==> config.mk <==
export PLATFORM = sky130hd
export DESIGN_NAME = rgba_pixel_compositor
export DESIGN_NICKNAME = d
export VERILOG_FILES = /design/src/design/rpc_pkg.sv /design/src/design/rgba_pixel_compositor.sv /design/src/design/rpc_mix_lane.sv
export VERILOG_INCLUDE_DIRS = /design/src /design/src/design
export SDC_FILE = /design/constraint.sdc
export NUM_CORES = 1
export LEC_CHECK = 0
export ABC_AREA = 1
export BUFFER_PORTS_ARGS = -buffer_cell sky130_fd_sc_hd__clkbuf_2
export CORE_AREA = 5 5 296 298
export DETAILED_ROUTE_END_ITERATION = 7
export DIE_AREA = 0 0 301 303
export GPL_TIMING_DRIVEN = 0
export RECOVER_POWER = 25
export SKIP_LAST_GASP = 1
export SLEW_MARGIN = 20
export SYNTH_ARGS = -nofsm -noshare
export SYNTH_HDL_FRONTEND = slang
export SYNTH_SLANG_ARGS = --single-unit
==> constraint.sdc <==
create_clock -name clock -period 5 [get_ports clock]
set_clock_uncertainty 0.05 [all_clocks]
set_input_delay 0.25 -clock clock [delete_from_list [all_inputs] [get_ports clock]]
set_output_delay 0.25 -clock clock [all_outputs]
set_load 0.1 [all_outputs]
==> src/design/rgba_pixel_compositor_defines.svh <==
// ---------------------------------------------------------------------------
// RGBA pixel compositor assertion macros
// Shared property wrappers, clocked on clock and disabled in reset.
// ---------------------------------------------------------------------------
`ifndef RGBA_PIXEL_COMPOSITOR_DEFINES_SVH
`define RGBA_PIXEL_COMPOSITOR_DEFINES_SVH

// same-cycle implication
`define RPC_ASSERT_NOW(label, ante, cons) \
   label: assert property (@(posedge clock) disable iff (reset) (ante) |-> (cons)) \
      else $error("rgba_pixel_compositor: assertion failed");

// next-cycle implication
`define RPC_ASSERT_NEXT(label, ante, cons) \
   label: assert property (@(posedge clock) disable iff (reset) (ante) |=> (cons)) \
      else $error("rgba_pixel_compositor: assertion failed");

`endif

==> src/design/rpc_pkg.sv <==
// ---------------------------------------------------------------------------
// RGBA pixel compositor package
// Mode codes, register indices, reset values and pipeline control types.
// ---------------------------------------------------------------------------
package rpc_pkg;

   typedef enum logic [1:0] {
      MODE_SRC_ALPHA = 2'd0,
      MODE_THRESHOLD = 2'd1,
      MODE_EXPLICIT  = 2'd2,
      MODE_ADD       = 2'd3
   } blend_mode_type;

   typedef enum logic [1:0] {
      CSR_BLEND_MODE      = 2'd0,
      CSR_ALPHA_THRESHOLD = 2'd1,
      CSR_FIXED_ALPHA     = 2'd2,
      CSR_UNUSED          = 2'd3
   } csr_index_type;

   localparam logic [7:0] THRESHOLD_RESET   = 8'd128;
   localparam logic [7:0] FIXED_ALPHA_RESET = 8'd255;
   localparam logic [7:0] CHAN_MAX          = 8'd255;
   localparam logic [15:0] KEEP_ROUND       = 16'd128;
   localparam logic [15:0] TAKE_ROUND       = 16'd127;

   // load strobes for the lane stages
   typedef struct packed {
      logic load2;
      logic load3;
   } rpc_adv_type;

endpackage

==> src/design/rgba_pixel_compositor.sv <==
// ---------------------------------------------------------------------------
// RGBA pixel compositor
// Composites a source over a target RGBA8 pixel: alpha blend, threshold
// copy, explicit-alpha blend or saturating add, picked by blend_mode.
// ---------------------------------------------------------------------------
//  channel | dir | handshake           | payload
//  req     | in  | req_tvalid/tready   | source and target pixel, 64 bits
//  rsp     | out | rsp_tvalid/tready   | composited pixel, 32 bits
//  csr     | in  | csr_valid/ready     | csr_index, csr_data
//
//  Four register stages; one pixel per clock sustained while rsp_tready stays high.
//  Latency is set by the multiply / divide-by-255 / sum pipeline.
//  Synchronous active-high reset empties the pipe and loads register defaults.
//  Stalls back up stage by stage; bubbles are squeezed out, nothing is lost.
// ---------------------------------------------------------------------------
`include "rgba_pixel_compositor_defines.svh"

module rgba_pixel_compositor (
   input  logic        clock,
   input  logic        reset,
   input  logic        req_tvalid,
   output logic        req_tready,
   // source r,g,b,a then target r,g,b,a, 8 bits each, from bit 0 up
   input  logic [63:0] req_tdata,
   output logic        rsp_tvalid,
   input  logic        rsp_tready,
   // result r,g,b,a, 8 bits each, from bit 0 up
   output logic [31:0] rsp_tdata,
   input  logic        csr_valid,
   output logic        csr_ready,
   input  logic [1:0]  csr_index,
   input  logic [7:0]  csr_data
);
   import rpc_pkg::*;

   blend_mode_type mode_ff, mode_in;
   logic [7:0]     thresh_ff, thresh_in;
   logic [7:0]     fixed_ff, fixed_in;

   logic v1_ff, v2_ff, v3_ff, v4_ff;
   logic v1_in, v2_in, v3_in, v4_in;
   logic load1, load2, load3, load4;
   logic free1, free2, free3, free4;
   rpc_adv_type adv;

   logic [3:0][7:0] src_in, tgt_in;
   logic [3:0][7:0] src_ff, tgt_ff;
   blend_mode_type  mode1_ff, mode2_ff, mode3_ff, mode4_ff;
   logic [7:0]      weight1_ff, weight1_in;
   logic            hit1_ff, hit1_in;
   logic [3:0][7:0] alt2_ff, alt2_in;
   logic [3:0][7:0] alt3_ff;
   logic [31:0]     out_ff, out_in;
   logic [2:0][7:0] mix;
   logic [8:0]      add_sum [3];
   csr_index_type   csr_sel;

   // configuration
   assign csr_ready = 1'b1;
   assign csr_sel   = csr_index_type'(csr_index);

   always_comb begin
      mode_in   = mode_ff;
      thresh_in = thresh_ff;
      fixed_in  = fixed_ff;
      if (csr_valid) begin
         case (csr_sel)
            CSR_BLEND_MODE:      mode_in   = blend_mode_type'(csr_data[1:0]);
            CSR_ALPHA_THRESHOLD: thresh_in = csr_data;
            CSR_FIXED_ALPHA:     fixed_in  = csr_data;
            default: ;
         endcase
      end
   end

   always_ff @(posedge clock) begin
      if (reset) begin
         mode_ff   <= MODE_SRC_ALPHA;
         thresh_ff <= THRESHOLD_RESET;
         fixed_ff  <= FIXED_ALPHA_RESET;
      end else begin
         mode_ff   <= mode_in;
         thresh_ff <= thresh_in;
         fixed_ff  <= fixed_in;
      end
   end

   // pipeline flow control
   always_comb begin
      free4 = !v4_ff || rsp_tready;
      load4 = v3_ff && free4;
      free3 = !v3_ff || free4;
      load3 = v2_ff && free3;
      free2 = !v2_ff || free3;
      load2 = v1_ff && free2;
      free1 = !v1_ff || free2;
      load1 = req_tvalid && free1;
      v1_in = load1 || (v1_ff && !load2);
      v2_in = load2 || (v2_ff && !load3);
      v3_in = load3 || (v3_ff && !load4);
      v4_in = load4 || (v4_ff && !rsp_tready);
      adv.load2 = load2;
      adv.load3 = load3;
   end

   assign req_tready = free1;

   always_ff @(posedge clock) begin
      if (reset) begin
         v1_ff <= 1'b0;
         v2_ff <= 1'b0;
         v3_ff <= 1'b0;
         v4_ff <= 1'b0;
      end else begin
         v1_ff <= v1_in;
         v2_ff <= v2_in;
         v3_ff <= v3_in;
         v4_ff <= v4_in;
      end
   end

   // stage 1: capture pixel, pick weight, threshold compare
   always_comb begin
      src_in     = req_tdata[31:0];
      tgt_in     = req_tdata[63:32];
      weight1_in = (mode_ff == MODE_EXPLICIT) ? fixed_ff : src_in[3];
      hit1_in    = src_in[3] >= thresh_ff;
   end

   // stage 2: threshold copy and saturating add results
   always_comb begin
      for (int k = 0; k < 3; k++) begin
         add_sum[k] = {1'b0, tgt_ff[k]} + {1'b0, src_ff[k]};
      end
      case (mode1_ff)
         MODE_THRESHOLD: alt2_in = hit1_ff ? src_ff : tgt_ff;
         MODE_ADD: begin
            for (int k = 0; k < 3; k++) begin
               alt2_in[k] = add_sum[k][8] ? CHAN_MAX : add_sum[k][7:0];
            end
            alt2_in[3] = tgt_ff[3];
         end
         default: alt2_in = tgt_ff;
      endcase
   end

   // stage 4: result select
   always_comb begin
      case (mode3_ff)
         MODE_THRESHOLD, MODE_ADD: out_in = alt3_ff;
         default: out_in = {CHAN_MAX, mix[2], mix[1], mix[0]};
      endcase
   end

   always_ff @(posedge clock) begin
      if (load1) begin
         src_ff     <= src_in;
         tgt_ff     <= tgt_in;
         mode1_ff   <= mode_ff;
         weight1_ff <= weight1_in;
         hit1_ff    <= hit1_in;
      end
      if (load2) begin
         mode2_ff <= mode1_ff;
         alt2_ff  <= alt2_in;
      end
      if (load3) begin
         mode3_ff <= mode2_ff;
         alt3_ff  <= alt2_ff;
      end
      if (load4) begin
         mode4_ff <= mode3_ff;
         out_ff   <= out_in;
      end
   end

   for (genvar k = 0; k < 3; k++) begin : g_lane
      rpc_mix_lane u_lane (
         .clock    (clock),
         .adv      (adv),
         .target_i (tgt_ff[k]),
         .source_i (src_ff[k]),
         .weight_i (weight1_ff),
         .mix_o    (mix[k])
      );
   end

   assign rsp_tvalid = v4_ff;
   assign rsp_tdata  = out_ff;

   `RPC_ASSERT_NOW(a_blend_alpha_opaque, rsp_tvalid && (mode4_ff == MODE_SRC_ALPHA || mode4_ff == MODE_EXPLICIT), rsp_tdata[31:24] == CHAN_MAX)
   `RPC_ASSERT_NEXT(a_drain_no_bubble, v3_ff && rsp_tready, rsp_tvalid)
   `RPC_ASSERT_NOW(a_backpressure_full, !req_tready, v1_ff && v2_ff && v3_ff && v4_ff && !rsp_tready)

endmodule

==> src/design/rpc_mix_lane.sv <==
// ---------------------------------------------------------------------------
// RGBA pixel compositor blend lane
// One colour channel: rounded products, divide by 255 by add and shift, saturating sum.
// ---------------------------------------------------------------------------
module rpc_mix_lane (
   input  logic                 clock,
   input  rpc_pkg::rpc_adv_type adv,
   input  logic [7:0]           target_i,
   input  logic [7:0]           source_i,
   input  logic [7:0]           weight_i,
   output logic [7:0]           mix_o
);
   import rpc_pkg::*;

   logic [7:0]  inv_weight;
   logic [15:0] keep_p_ff, keep_p_in;
   logic [15:0] take_p_ff, take_p_in;
   logic [15:0] keep_s, take_s;
   logic [7:0]  keep_q_ff, keep_q_in;
   logic [7:0]  take_q_ff, take_q_in;
   logic [8:0]  sum;

   // stage 2: weighted products with rounding offsets (max 65153)
   always_comb begin
      inv_weight = CHAN_MAX - weight_i;
      keep_p_in  = {8'd0, inv_weight} * {8'd0, target_i} + KEEP_ROUND;
      take_p_in  = {8'd0, weight_i} * {8'd0, source_i} + TAKE_ROUND;
   end

   // stage 3: x / 255 == (x + 1 + (x >> 8)) >> 8 for x < 65535
   always_comb begin
      keep_s    = keep_p_ff + 16'd1 + {8'd0, keep_p_ff[15:8]};
      take_s    = take_p_ff + 16'd1 + {8'd0, take_p_ff[15:8]};
      keep_q_in = keep_s[15:8];
      take_q_in = take_s[15:8];
   end

   always_ff @(posedge clock) begin
      if (adv.load2) begin
         keep_p_ff <= keep_p_in;
         take_p_ff <= take_p_in;
      end
      if (adv.load3) begin
         keep_q_ff <= keep_q_in;
         take_q_ff <= take_q_in;
      end
   end

   always_comb begin
      sum   = {1'b0, keep_q_ff} + {1'b0, take_q_ff};
      mix_o = sum[8] ? CHAN_MAX : sum[7:0];
   end

endmodule

==> flow_summary.yaml <==
cts:
  tritoncts: "built"
  clk_pin_slew_worst_paths_ns: 0.06
  clk_path_buf_depth: 3
  htree_levels: 2
  cts_root_buf: "clkbuf_16"
  clk_latency_ns: 0.58
  cts_made_buffers: 42
  clock-sinks: 339
route:
  drt_first_pass_iters: 5
  wire_per_inst_um: 15.6
  wirelength_mm: 80.6
  drt_iter0_markers: 1468
  routed_via_density: 4.72
  via_count: 24400
  drc: 0
  antenna_left: 0
layout:
  synthToLayoutAreaGrowth_pct: 14.0
  layout-drive-gt1-share: 0.0600
  layout.nets: 4622
  final_cells: 5161
grt:
  grtUsageMet3: 0.0338
  gr-usage-met1: 0.247
  grt_pass1_wl_mm: 129
  antenna_found_initial: 6
  top_usage_layer: "met2"
  grt_max_degree: 89
  track_usage: 0.178
  grt_overflow: 0
  grt.met2_usage: 0.282
  grt_pass1_vias: 23900
power:
  vdd_ir_drop_max_mv: 0.275
  leakage_nw: 18.2
  total_power_mw: 16.8
  powerDensity_nw_per_um2: 477
logic_synthesis:
  syn_nets: 4380
  synth_warnings: 0
  syn_inst: 3741
  synthFlopType: "edfxtp_1"
  synthTopCellsByArea: "edfxtp_1, fa_1, ha_1"
  async_flop_share: 0
  synth_top_cells_by_count: "nand2_1, inv_1, edfxtp_1, ha_1, nor2_1"
  synth_area_um2: 31000
  ys_ff_latch: 339
  avgSynthCellArea_um2: 8.28
  synth_area_leader_cell: "edfxtp_1"
  netlist.area_leader.share: 0.307
  synth-seq-area-share: 0.322
  synth_edf_count: 317
  ys_types: 45
  synth.most_common_cell: "nand2_1"
floorplanning:
  core_um2: 84600
  die_height_um: 303
  die_x_um: 301
  start_util: 0.366
  rows: 107
  pin_count: 114
  fp.dieArea_um2: 91200
worst_setup_path:
  rr_startpoint: "src_ff[16]"
  start_kind: "register"
  crit_type: "register to register"
  crit_start: "src_ff[16]"
  worstSetupEndpointType: "register"
  path_max_fanout: 9
  required_ns: 5.25
  reg2reg_slack_ns: 0.20
  critPathArrivalTime_ns: 5.05
timing:
  layout_worst_path_cycle_share: 0.960
  setup_slack_ns: 0.200
  hold_violations: 0
  timing.hold.ws_ns: 0.0356
  fmax_mhz: 208
  fin_tns_setup_ns: 0
  period_needed_ns: 4.80
  relSlewSlack: -0.296
  rsz0062_at_grt: "yes"
  setup_violations: 0
  maxSlewViolCount: 16
  worst_pin_slew_ns: 1.94
run_status:
  violations: "max-capacitance violations, max-slew violations"
  status: "complete, but fails checks"
placed_design:
  place.port_buffers: 112
  place_ws_ns: -0.367
  place_hpwl_mm: 64.2
  placed_cells: 5004
  place_congestion: 0.925
worst_hold_path:
  hold_path_class: "primary input to register"
  hp-start: "csr_valid"
run:
  maxCapViolations: 2
-- what timing repair did --
item,CTS,global route
hold endpoints to repair,88,0
gates resized for setup,7,32
setup buffers,3,3
hold buffers,77,0
cloned,0,0
setup endpoints to repair,53,50
pin swaps,0,0
-- per-stage QoR --
| step | cell area [um^2] | util |
|---|---|---|
| 2_1_floorplan | 31000 | - |
| 3_3_place_gp | 33000 | 0.390 |
| 3_5_place_dp | 33200 | 0.392 |
| 4_1_cts | 35300 | 0.417 |
| 5_1_grt | 35300 | 0.417 |
| 6_report | 35300 | 0.417 |
-- report_power, final --
| part | internal [mW] | leakage, nW | switching (mW) |
|---|---|---|---|
| logic | 3.54 | 14.4 | 5.85 |
| clock network | 1.75 | 0.648 | 1.27 |
| registers | 4.00 | 3.16 | 0.422 |
| total | 9.29 | 18.2 | 7.54 |
-- cell usage in the layout, fill, tap and decap left out, types with 14 or more instances in the layout --
cell / n
a22oi_1: 24
inv_1: 807
xnor2_1: 37
nand2_1: 1005
fa_1: 243
dlygate4sd3_1: 77
clkbuf_1: 79
nand3_1: 183
nor2_1: 302
clkbuf_16: 43
nand4_1: 38
ha_1: 317
buf_4: 14
o21ai_0: 55
clkbuf_2: 95
nand3b_1: 20
xor2_1: 32
edfxtp_1: 317
dfxtp_1: 22
or2_2: 15
nor3_1: 26
a21oi_1: 135
o21bai_1: 20
-- logic make-up after synthesis --
family                   synth area share
flip-flops                          0.322
buffers and inverters               0.110
AND/OR/NAND/NOR                     0.212
adder cells (fa/ha/maj)             0.285
multiplexers                      0.00255
AO/OA/AOI/OAI                      0.0489
XOR/XNOR                           0.0195
other                            0.000121
-- routing by layer --
| metal | routed length [um] | up-vias |
|---|---|---|
| li1 | - | 12200 |
| met1 | 36400 | 11400 |
| met2 | 35200 | 666 |
| met3 | 5800 | 164 |
| met4 | 3210 | 0 |
| met5 | 0 | - |
-- state kept, by name, indices dropped and copies added (netlist names) --
register                 cells
alt2_ff                     32
v1_ff                        1
alt3_ff                     32
g_lane.u_lane.take_p_ff     48
rsp_tdata                   32
weight1_ff                   8
src_ff                      32
g_lane.u_lane.keep_p_ff     48
mode_ff                      2
fixed_ff                     8
v2_ff                        1
g_lane.u_lane.keep_q_ff     24
mode2_ff                     1
tgt_ff                      32
g_lane.u_lane.take_q_ff     24
v3_ff                        1
hit1_ff                      1
mode3_ff                     1
mode1_ff                     2
thresh_ff                    8
rsp_tvalid                   1
-- worst max-delay path, stage by stage, from the launching register on --
cell	delay, ns
edfxtp_1	0.57
clkbuf_1	0.46
nand2_1	0.17
fa_1	0.56
inv_1	0.06
fa_1	0.50
fa_1	0.55
inv_1	0.05
fa_1	0.47
inv_1	0.04
ha_1	0.36
nand2_1	0.12
nor2_1	0.11
nand2_1	0.06
nand3_1	0.14
nand3_1	0.13
nand3b_1	0.11
nand2_1	0.05
-- path summary, 6_finish.rpt --
kind / endpoint / depth (start not counted)
worst min register to register: alt3_ff[11] / 0
worst min-delay path: thresh_ff[7] / 4
worst max register to register: g_lane[2].u_lane.take_p_ff[15] / 17
worst max-delay path: g_lane[2].u_lane.take_p_ff[15] / 17
-- cell type report --
cell class,count,area [um^2]
antenna,2,5.00
buffer,73,335
clock buffer,52,1110
clock inverter,24,224
fill,8570,49300
inverter,816,3080
multi-input combinational,2509,17600
sequential,339,9960
tap,1144,1430
timing repair buffer,202,1520
No activity file was read; power rests on OpenSTA's default activity.
